**config.mk**
```make
export PLATFORM = sky130hd
export DESIGN_NAME = base52_text_pair_codec_core
export DESIGN_NICKNAME = d
export VERILOG_FILES = /design/src/hw/rtl/b52tp_pkg.sv /design/src/hw/rtl/base52_text_pair_codec_core.sv /design/src/hw/rtl/b52tp_front.sv /design/src/hw/rtl/b52tp_expand.sv
export SDC_FILE = /design/constraint.sdc
export NUM_CORES = 1
export LEC_CHECK = 0
export BUFFER_PORTS_ARGS = -buffer_cell sky130_fd_sc_hd__buf_2
export CAP_MARGIN = 10
export CORE_MARGIN = 3
export CORE_UTILIZATION = 60
export DETAILED_ROUTE_END_ITERATION = 6
export PLACE_DENSITY = 0.8
export RECOVER_POWER = 100
export SLEW_MARGIN = 20
export SYNTH_ARGS = -nofsm -noshare
export SYNTH_HDL_FRONTEND = slang
export SYNTH_SLANG_ARGS = --single-unit
```
**constraint.sdc**
```tcl
create_clock -name clk_i -period 7.38 [get_ports clk_i]
set_input_delay 1.476 -clock clk_i [delete_from_list [all_inputs] [get_ports clk_i]]
set_output_delay 1.476 -clock clk_i [all_outputs]
set_load 0.01 [all_outputs]
```
**src/hw/rtl/b52tp_pkg.sv**
```systemverilog
// Shared types, constants and character helpers for the base-52 text pair codec.
package b52tp_pkg;

  // Direction register codes
  localparam logic DIR_ENCODE = 1'b0;
  localparam logic DIR_DECODE = 1'b1;

  // End-result status codes
  localparam logic [1:0] STATUS_OK   = 2'd0;
  localparam logic [1:0] STATUS_ERR  = 2'd1;
  localparam logic [1:0] STATUS_NULL = 2'd2;

  // Characters with a meaning of their own
  localparam logic [7:0] CHAR_EMPTY = 8'h7A;  // 'z'
  localparam logic [7:0] CHAR_NULL  = 8'h6E;  // 'n'

  // Triple arithmetic
  localparam int unsigned  RADIX       = 52;
  localparam logic [16:0]  TRIPLE_BASE = 17'd2704;  // RADIX * RADIX
  // Exact reciprocals for values below 2^17: floor(v/52) and floor(v/2704)
  localparam logic [34:0]  RECIP_RADIX = 35'd161320;
  localparam int unsigned  SHIFT_RADIX = 23;
  localparam logic [33:0]  RECIP_BASE  = 34'd99274;
  localparam int unsigned  SHIFT_BASE  = 28;

  localparam int unsigned  MAX_RESULTS = 4;

  // Digit 0 sits in the top byte
  localparam logic [8*RADIX-1:0] ALPHABET =
    "0123456789!%-@ABCDEFGHJKLMNPQRSTVWXYZabcdeghikmpqsty";

  typedef struct packed {
    logic [7:0] symbol;
    logic       last_of_string;
    logic       empty_string;
  } in_t;

  typedef struct packed {
    logic [7:0] out_byte;
    logic       is_end;
    logic [1:0] status;
    logic       last;
  } out_t;

  typedef out_t [MAX_RESULTS-1:0] slots_t;

  typedef enum logic [1:0] {
    KIND_NONE,
    KIND_EMPTY,
    KIND_TRIPLE,
    KIND_PAIR
  } kind_e;

  // Command handed from the front stage to the result expander
  typedef struct packed {
    kind_e       kind;
    logic        is_end;
    logic [1:0]  status;
    logic [16:0] val;       // encode: 2704 + first*256 + second
    logic [10:0] quot52;    // val / 52
    logic [4:0]  quot2704;  // val / 2704
    logic [7:0]  hi_byte;   // decode
    logic [7:0]  lo_byte;
  } cmd_t;

  typedef struct packed {
    logic adv;   // front consumes its input item
    logic take;  // command register is moved into the result buffer
  } front_ctl_t;

  typedef struct packed {
    logic       hit;
    logic [5:0] value;
  } digit_t;

  // Character for a digit 0..51
  function automatic logic [7:0] alpha_char(input logic [5:0] d);
    logic [5:0] pos;
    pos = 6'(RADIX - 1) - d;
    return ALPHABET[{pos, 3'b000} +: 8];
  endfunction

  // Digit of a character, hit low when it is not in the alphabet
  function automatic digit_t digit_of(input logic [7:0] ch);
    digit_t r;
    r = '0;
    for (int i = 0; i < RADIX; i++) begin
      if (ALPHABET[8*(RADIX-1-i) +: 8] == ch) begin
        r.hit   = 1'b1;
        r.value = 6'(i);
      end
    end
    return r;
  endfunction

endpackage

```
**src/hw/rtl/base52_text_pair_codec_core.sv**
```systemverilog
// Top level of the base-52 text pair codec: input register, front stage, result buffer.
//
//  channel | direction | handshake              | beat
//  --------+-----------+------------------------+------------------------------
//  in      | into core | in_valid_i / in_stall_o | in_t: symbol, last, empty flag
//  out     | from core | out_valid_o / out_stall_i | out_t: byte, end, status, last
//  cfg     | into core | cfg_we_i               | direction bit, no read-back
//
// An item passes through the input register and then the command register
// before its result beats are loaded into the result buffer.
// The result buffer drains one beat per cycle while out_stall_i is low.
// A new batch loads in the cycle the previous last beat leaves.
// Reset clears the string state; a direction write also drops the open string.
// out_stall_i backs up through the buffer, command and input registers.
module base52_text_pair_codec_core import b52tp_pkg::*; (
  input  logic clk_i,
  input  logic rst_ni,
  input  logic cfg_we_i,
  input  logic cfg_wdata_i,
  input  logic in_valid_i,
  output logic in_stall_o,
  input  in_t  in_data_i,
  output logic out_valid_o,
  input  logic out_stall_i,
  output out_t out_data_o
);

  logic       s1_valid_q, s1_valid_d;
  in_t        s1_data_q;
  logic       in_accept;
  logic       s1_adv;

  cmd_t       cmd;
  logic       cmd_valid;
  front_ctl_t ctl;

  slots_t     slots;
  logic [2:0] slot_count;
  slots_t     entries_q, entries_d;
  logic [2:0] count_q, count_d;
  logic       out_fire;
  logic       batch_free;
  logic       load;

  // Handshake and stage advance
  assign out_fire   = out_valid_o && !out_stall_i;
  assign batch_free = (count_q == 3'd0) || (count_q == 3'd1 && out_fire);
  assign load       = cmd_valid && batch_free;
  assign s1_adv     = s1_valid_q && (!cmd_valid || load);
  assign in_stall_o = s1_valid_q && !s1_adv;
  assign in_accept  = in_valid_i && !in_stall_o;

  assign ctl = '{adv: s1_adv, take: load};

  // Input register
  always_comb begin
    s1_valid_d = s1_valid_q;
    if (in_accept) begin
      s1_valid_d = 1'b1;
    end else if (s1_adv) begin
      s1_valid_d = 1'b0;
    end
  end

  always_ff @(posedge clk_i or negedge rst_ni) begin
    if (!rst_ni) begin
      s1_valid_q <= 1'b0;
    end else begin
      s1_valid_q <= s1_valid_d;
    end
  end

  always_ff @(posedge clk_i) begin
    if (in_accept) begin
      s1_data_q <= in_data_i;
    end
  end

  b52tp_front u_front (
    .clk_i       (clk_i),
    .rst_ni      (rst_ni),
    .cfg_we_i    (cfg_we_i),
    .cfg_wdata_i (cfg_wdata_i),
    .item_i      (s1_data_q),
    .ctl_i       (ctl),
    .cmd_o       (cmd),
    .cmd_valid_o (cmd_valid)
  );

  b52tp_expand u_expand (
    .cmd_i   (cmd),
    .slots_o (slots),
    .count_o (slot_count)
  );

  // Result buffer: beat 0 is on the port, shifts down on each beat taken
  always_comb begin
    entries_d = entries_q;
    count_d   = count_q;
    if (load) begin
      entries_d = slots;
      count_d   = slot_count;
    end else if (out_fire) begin
      for (int i = 0; i < MAX_RESULTS - 1; i++) begin
        entries_d[i] = entries_q[i+1];
      end
      entries_d[MAX_RESULTS-1] = '0;
      count_d = count_q - 3'd1;
    end
  end

  always_ff @(posedge clk_i or negedge rst_ni) begin
    if (!rst_ni) begin
      count_q <= '0;
    end else begin
      count_q <= count_d;
    end
  end

  always_ff @(posedge clk_i) begin
    entries_q <= entries_d;
  end

  // Output beat
  assign out_valid_o = (count_q != 3'd0);
  always_comb begin
    out_data_o      = entries_q[0];
    out_data_o.last = (count_q == 3'd1);
  end

  // Checks
  a_count_range: assert property (@(posedge clk_i) disable iff (!rst_ni)
    count_q <= 3'(MAX_RESULTS))
    else $error("result buffer count out of range");

  a_end_is_last: assert property (@(posedge clk_i) disable iff (!rst_ni)
    out_valid_o && out_data_o.is_end |-> out_data_o.last)
    else $error("end beat is not the last beat of its item");

  a_data_status_ok: assert property (@(posedge clk_i) disable iff (!rst_ni)
    out_valid_o && !out_data_o.is_end |-> out_data_o.status == STATUS_OK)
    else $error("data beat carries a status");

  a_cmd_holds: assert property (@(posedge clk_i) disable iff (!rst_ni)
    cmd_valid && !load && !cfg_we_i |=> cmd_valid && $stable(cmd))
    else $error("command lost before it reached the result buffer");

endmodule

```
**src/hw/rtl/b52tp_front.sv**
```systemverilog
// Front stage: string state, per-item decisions and the registered command.
module b52tp_front import b52tp_pkg::*; (
  input  logic       clk_i,
  input  logic       rst_ni,
  input  logic       cfg_we_i,
  input  logic       cfg_wdata_i,
  input  in_t        item_i,
  input  front_ctl_t ctl_i,
  output cmd_t       cmd_o,
  output logic       cmd_valid_o
);

  logic        direction_q;
  logic [7:0]  held_byte_q, held_byte_d;
  logic        have_held_q, have_held_d;
  logic [17:0] digit_accum_q, digit_accum_d;
  logic [1:0]  digit_count_q, digit_count_d;
  logic        at_start_q, at_start_d;
  logic        halted_q, halted_d;
  logic        failed_q, failed_d;

  cmd_t        cmd_q, cmd_d;
  logic        cmd_valid_q, cmd_valid_d;

  logic        ending;
  logic        null_hit;
  logic [7:0]  first_b, second_b;
  digit_t      dig;
  logic [17:0] diff;
  logic [34:0] prod52;
  logic [33:0] prod2704;

  assign ending = item_i.last_of_string | item_i.empty_string;
  assign dig    = digit_of(item_i.symbol);

  // Per-item decision and next string state
  always_comb begin
    held_byte_d   = held_byte_q;
    have_held_d   = have_held_q;
    digit_accum_d = digit_accum_q;
    digit_count_d = digit_count_q;
    at_start_d    = 1'b0;
    halted_d      = halted_q;
    failed_d      = failed_q;
    null_hit      = 1'b0;
    first_b       = item_i.symbol;
    second_b      = '0;
    diff          = '0;
    cmd_d         = '0;
    cmd_d.kind    = KIND_NONE;

    if (direction_q == DIR_ENCODE) begin
      if (item_i.empty_string) begin
        if (at_start_q) begin
          cmd_d.kind = KIND_EMPTY;
        end else if (have_held_q) begin
          cmd_d.kind = KIND_TRIPLE;
          first_b    = held_byte_q;
        end
      end else if (have_held_q) begin
        cmd_d.kind  = KIND_TRIPLE;
        first_b     = held_byte_q;
        second_b    = item_i.symbol;
        have_held_d = 1'b0;
      end else if (item_i.last_of_string) begin
        cmd_d.kind = KIND_TRIPLE;
      end else begin
        held_byte_d = item_i.symbol;
        have_held_d = 1'b1;
      end
    end else begin
      if (item_i.empty_string) begin
        if (at_start_q) begin
          failed_d = 1'b1;
        end
      end else if (at_start_q && item_i.last_of_string
                   && item_i.symbol == CHAR_EMPTY) begin
        null_hit = 1'b0;
      end else if (at_start_q && item_i.last_of_string
                   && item_i.symbol == CHAR_NULL) begin
        null_hit = 1'b1;
      end else if (!halted_q) begin
        if (!dig.hit) begin
          failed_d = 1'b1;
          halted_d = 1'b1;
        end else begin
          digit_accum_d = 18'(digit_accum_q * 18'(RADIX) + 18'(dig.value));
          digit_count_d = digit_count_q + 2'd1;
          if (digit_count_q == 2'd2) begin
            // triple complete
            if (digit_accum_d < 18'(TRIPLE_BASE)) begin
              halted_d = 1'b1;
            end else begin
              diff          = digit_accum_d - 18'(TRIPLE_BASE);
              cmd_d.kind    = KIND_PAIR;
              cmd_d.hi_byte = diff[15:8];
              cmd_d.lo_byte = diff[7:0];
            end
            digit_accum_d = '0;
            digit_count_d = '0;
          end
        end
      end
      if (ending && !halted_d && digit_count_d != 2'd0) begin
        failed_d = 1'b1;
      end
    end

    // End of string: close with status and drop all string state
    if (ending) begin
      cmd_d.is_end  = 1'b1;
      if (direction_q == DIR_DECODE) begin
        cmd_d.status = null_hit ? STATUS_NULL : (failed_d ? STATUS_ERR : STATUS_OK);
      end
      held_byte_d   = '0;
      have_held_d   = 1'b0;
      digit_accum_d = '0;
      digit_count_d = '0;
      at_start_d    = 1'b1;
      halted_d      = 1'b0;
      failed_d      = 1'b0;
    end

    // Pair value and its base-52 quotients
    cmd_d.val      = TRIPLE_BASE + {1'b0, first_b, second_b};
    prod52         = 35'(cmd_d.val) * RECIP_RADIX;
    prod2704       = 34'(cmd_d.val) * RECIP_BASE;
    cmd_d.quot52   = prod52[SHIFT_RADIX +: 11];
    cmd_d.quot2704 = prod2704[SHIFT_BASE +: 5];
  end

  // Command register valid
  always_comb begin
    cmd_valid_d = cmd_valid_q;
    if (ctl_i.adv) begin
      cmd_valid_d = cmd_d.is_end || (cmd_d.kind != KIND_NONE);
    end else if (ctl_i.take) begin
      cmd_valid_d = 1'b0;
    end
  end

  // String state and direction
  always_ff @(posedge clk_i or negedge rst_ni) begin
    if (!rst_ni) begin
      direction_q   <= DIR_ENCODE;
      held_byte_q   <= '0;
      have_held_q   <= 1'b0;
      digit_accum_q <= '0;
      digit_count_q <= '0;
      at_start_q    <= 1'b1;
      halted_q      <= 1'b0;
      failed_q      <= 1'b0;
      cmd_valid_q   <= 1'b0;
    end else if (cfg_we_i) begin
      direction_q   <= cfg_wdata_i;
      held_byte_q   <= '0;
      have_held_q   <= 1'b0;
      digit_accum_q <= '0;
      digit_count_q <= '0;
      at_start_q    <= 1'b1;
      halted_q      <= 1'b0;
      failed_q      <= 1'b0;
      cmd_valid_q   <= 1'b0;
    end else begin
      cmd_valid_q <= cmd_valid_d;
      if (ctl_i.adv) begin
        held_byte_q   <= held_byte_d;
        have_held_q   <= have_held_d;
        digit_accum_q <= digit_accum_d;
        digit_count_q <= digit_count_d;
        at_start_q    <= at_start_d;
        halted_q      <= halted_d;
        failed_q      <= failed_d;
      end
    end
  end

  // Command payload
  always_ff @(posedge clk_i) begin
    if (ctl_i.adv) begin
      cmd_q <= cmd_d;
    end
  end

  assign cmd_o       = cmd_q;
  assign cmd_valid_o = cmd_valid_q;

endmodule

```
**src/hw/rtl/b52tp_expand.sv**
```systemverilog
// Result expander: turns one command into the list of result beats.
module b52tp_expand import b52tp_pkg::*; (
  input  cmd_t       cmd_i,
  output slots_t     slots_o,
  output logic [2:0] count_o
);

  logic [7:0]  data_b [MAX_RESULTS];
  logic [2:0]  ndata;
  logic [10:0] mid_digit;
  logic [16:0] low_digit;

  // Middle and low digits from the stored quotients
  assign mid_digit = cmd_i.quot52 - 11'(cmd_i.quot2704) * 11'(RADIX);
  assign low_digit = cmd_i.val - 17'(cmd_i.quot52) * 17'(RADIX);

  // Data bytes of this command
  always_comb begin
    for (int i = 0; i < MAX_RESULTS; i++) begin
      data_b[i] = '0;
    end
    ndata = 3'd0;
    case (cmd_i.kind)
      KIND_EMPTY: begin
        data_b[0] = CHAR_EMPTY;
        ndata     = 3'd1;
      end
      KIND_TRIPLE: begin
        data_b[0] = alpha_char(6'(cmd_i.quot2704));
        data_b[1] = alpha_char(mid_digit[5:0]);
        data_b[2] = alpha_char(low_digit[5:0]);
        ndata     = 3'd3;
      end
      KIND_PAIR: begin
        data_b[0] = cmd_i.hi_byte;
        data_b[1] = cmd_i.lo_byte;
        ndata     = 3'd2;
      end
      default: begin
        ndata = 3'd0;
      end
    endcase
  end

  // Data beats first, then the end beat
  always_comb begin
    for (int i = 0; i < MAX_RESULTS; i++) begin
      if (3'(i) < ndata) begin
        slots_o[i] = '{out_byte: data_b[i], is_end: 1'b0, status: STATUS_OK, last: 1'b0};
      end else begin
        slots_o[i] = '{out_byte: 8'd0, is_end: 1'b1, status: cmd_i.status, last: 1'b0};
      end
    end
  end

  assign count_o = ndata + 3'(cmd_i.is_end);

endmodule
```
==> results.md <==
- The flow ran to the end, but the final reports show violations.
- The final reports fail on capacitance limit, slew limit.
- The launch point of the worst path is u_front.at_start_q.
- In this run the vertical extent of the chip is between 150 and 200 um.
- The worst setup slack after layout is roughly 0.21 ns.
- Once detailed placement completed, the half-perimeter wirelength came to 30.12 mm.
- The area growth from synthesis to layout is 7.660%.
- The H-tree generated during clock tree synthesis spans 4 levels.
- The number of enable-type register cells in the synthesized netlist is 83.
- The number of hold-slack violations in the final timing report is 0.
- The die is 172.1 um wide.
- Yosys printed 0 warnings.
- The clock transition at the registers of the reported paths is about 0.060 ns.
- The final routed wire length divided by cell count is 18.22 um.
- In this run the worst path has a maximum fanout of 16.
- The switching part of the total is 49.05%.
- The setup total negative slack is 0 ns.
- Synthesis inferred 119 register bits.
- The detailed router finished its first iteration with 1116 violations.
- For this run, the post-layout net count is 2178.
- The CTS tree is built.
- The library cells used most frequently in the layout, excluding fill and tap cells, are ha_1, inv_1, fa_1.
- The routed layout has 12540 vias.
- Before antenna repair, the detailed router went through 6 iterations.
- The post-detailed-route DRC marker count is 0.
- The data arrival time at the worst-slack endpoint is 7.34 ns.
- The worst slack at placement is -0.1042 ns.
- The library cell used most frequently in the layout, excluding fill and tap cells, is ha_1.
- The setup slack of the most critical reg-to-reg path is about 0.21 ns.
- The combined flip-flop and latch cell area is 3396 sq um.
- Once detail routing completed, the nets flagged for antenna violations numbered 0.
- Counting stages on the worst path, the most repeated cell is fa_1.
- VDD sags by at most 386.1 uV.
- The initial utilization of the core area, before any placement, comes to 61.23%.
- The cell area after synthesis is 16550 sq um.
- The routed design could run at a clock period as short as 7.170 ns.
- Setup violations remaining at the end of the flow were counted as 0.
- After synthesis, the netlist uses between 90 and 100 different library cells.
- The area occupied by multi-input gates is 11910 sq um.
- STA classifies the critical path startpoint as a flop.
- The number of global-route vias before repair is 12900.
- For this block, the routed nets add up to roughly 38 mm of wire.
- The clock passes through at most 2 buffers.
- By startpoint and endpoint, the worst setup path is classified as reg2reg.
- Across the run, the number of max-cap violations was 4.
- Of the cells placed in the final design, the portion with a size suffix greater than 1 is 8.443%.
- The startpoint identified for the worst hold timing path is u_front.digit_accum_q[14].
- The maximum number of pins on one net before global-route repair is 47.
- The critical register-to-register path startpoint is u_front.at_start_q.
- The hold buffer count at CTS is 0.
- The initial antenna violation count came to 0.
- Clock skew on the completed layout was measured at 0.01754 ns.
- The portion of the clock cycle consumed by the worst path in the final layout is 97.16%.
- At the end of routability-driven placement, the weighted congestion stood at 0.9221.
- For the worst setup path, the data required time is 7.55 ns.
- The first-pass GRT wire length is about 63 mm.
- The power density relative to cell area is between 400 and 500 nW/um^2.
- The synthesized design spends more area on one cell type than any other, namely ha_1.
- Counting the fill cells in the layout gives 2072.
- The port buffer count is 29.
- 30 I/O pins were placed.
- The actual transition at the worst max-transition pin is 2.768 ns.
- The overall overflow remaining after global route is 0.
- The final count of pins violating max slew is 129.
- The global router's overall resource usage is a little over a quarter.
- The average instance in the mapped netlist occupies 9.734 sq um.
- Summing internal, switching and leakage power gives 0.008805 W.
- In this run, the combinational gates consume 77.0% of the power.
- The number of buffers inserted during clock tree synthesis is 17.
- The achievable clock frequency is 139.5 MHz.
- For this design the static power due to leakage is 8.699 nW.
- The share of the yosys chip area belonging to registers is 20.51%.
- The region available for standard cell placement spans 27030 sq um.
- In this run the tightest slew margin relative to its limit is -84.67%.
- In the synthesized netlist the dominant register cell turns out to be edfxtp_1.
- The proportion of power drawn by the clock network is 9.6%.
- Among all stages on the critical path, the largest delay is contributed by dfstp_2.
- The repair_antennas step left the layout with diodes totalling 0.
- The clock reaches the later pin of the worst-skew pair after 0.43 ns.
- After floorplanning, the core was divided into 60 placement rows.
- Ranked by total cell area, the synthesized netlist is headed by ha_1, fa_1, edfxtp_1, inv_1, dfrtp_1.
- The count of placed standard cells in the final layout, fillers left out is approximately 2100.
- The sort of element at the end of the critical path is a flop.
- The internal portion of the total power is roughly 0.0045 W.
- The highest cell delay on the worst timing path is 0.54 ns.
- Dividing the detail-routed via count by the number of cells gives approximately 6.
- The power dissipated by switching net loads is 0.004319 W.
- The path class of the lowest-slack min-delay path is reg2reg.
- The number of nets in the synthesized netlist is 2150.
- In this run the clock root is driven by a clkbuf_16.
- The die area is 29610 sq um.
- Summed over its instances, the top area cell type makes up 21.10% of the synthesized netlist area.
- The synthesized instance count is 1700.
- The sequential power share is 13.5%.
- The clock net in this run drives a total of 119 sinks.
- The proportion of register bits with asynchronous set or reset after synthesis is 30.25%.
- The number of cells in the design after placement is around 2000.
[cell families after synthesis]
| family | count (synthesis) | synth area share, % |
|---|---|---|
| flops | 119 | 20.51 |
| simple gates | 370 | 11.29 |
| buf+inv | 335 | 8.136 |
| mux | 31 | 2.132 |
| compound gates | 319 | 13.16 |
| fa+ha+maj | 434 | 39.85 |
| xor+xnor | 92 | 4.915 |
[stage by stage]
step / utilization, % / instance area, sq um / hold slack, ns
detailed placement: 63.38 / 17130 / 0.4927
floorplan: - / 16550 / 0.4654
CTS: 65.66 / 17750 / 0.5071
finish: 65.92 / 17810 / 0.5025
global placement: 63.38 / 17130 / 0.4905
global route: 65.92 / 17810 / 0.5316
[state kept, by name, indices dropped and copies added (netlist names), 2 cells and up]
name / flops
u_front.digit_count_q: 2
u_front.digit_accum_q: 16
u_front.cmd_o: 38
count_q: 3
u_front.held_byte_q: 8
entries_q: 24
out_data_o: 11
s1_data_q: 10
[area by class of cell]
cell class              count  area share [%]
clock buffers              17           2.388
clock inverters            15           1.011
inverters                 265           5.584
multi-input cells        1246           66.88
flip-flops and latches    119           19.06
well taps                 341           2.395
repair buffers             79           2.683
[power by group through the flow]
stage	Combinational (W)	Sequential, W	Clock (W)
after detailed placement	0.00661	0.00119	0
after global routing	0.00780	0.00120	0.000883
final	0.00678	0.00119	0.000844
after floorplan	0.00525	0.00114	0
after global placement	0.00637	0.00118	0
after CTS	0.00671	0.00118	0.000853
[cells in the mapped netlist (6+ instances only)]
library cell	instances
ha_1	279
inv_1	263
fa_1	155
nand2_1	112
nor2_1	104
edfxtp_1	83
a21oi_1	72
xnor2_1	64
o21ai_0	63
clkbuf_1	43
dfrtp_1	35
nand3_1	31
xor2_1	27
a22o_1	23
a211oi_1	21
a21o_1	21
nor2b_1	20
nand2b_1	19
nor3_1	18
mux2i_1	15
buf_4	14
and3_1	11
o22ai_1	10
o21a_1	9
a221oi_1	8
a31oi_1	8
mux2_1	8
o211ai_1	8
nand3b_1	7
o31ai_1	7
a22oi_1	6
and2_1	6
mux2_2	6
[final timing paths]
kind,endpoint,depth (start not counted)
setup / recovery,u_front.cmd_o[19],28
hold / removal,u_front.digit_accum_q[14],1
setup reg to reg,u_front.cmd_o[19],28
hold reg to reg,u_front.digit_accum_q[14],1
max in group asynchronous,u_front.have_held_q,1
min in group asynchronous,u_front.digit_accum_q[7],1
[per-layer routing]
layer / track usage [%] / share of wire, % / vias to the layer above
met5: 0 / 0 / -
met4: 8.747 / 2.8 / 0
met3: 4.024 / 5.9 / 92
met2: 45.68 / 50 / 420
met1: 34.71 / 41 / 6145
li1: - / - / 5880
[critical path, delay by kind of cell, from the launching register on]
family,cells,cell delay (ns)
XOR/XNOR,2,0.34
AO/OA/AOI/OAI,6,1.14
multiplexers,2,0.55
AND/OR/NAND/NOR,6,0.71
flip-flops,1,0.54
buffers and inverters,5,0.65
adder cells (fa/ha/maj),7,3.00
[what timing repair did]
item,4_1_cts,5_1_grt
buffers inserted,0,2
setup endpoints to repair,2,6
resized for setup,2,24
pin swaps,0,8
Note: power is estimated with default switching activity, not from simulation.
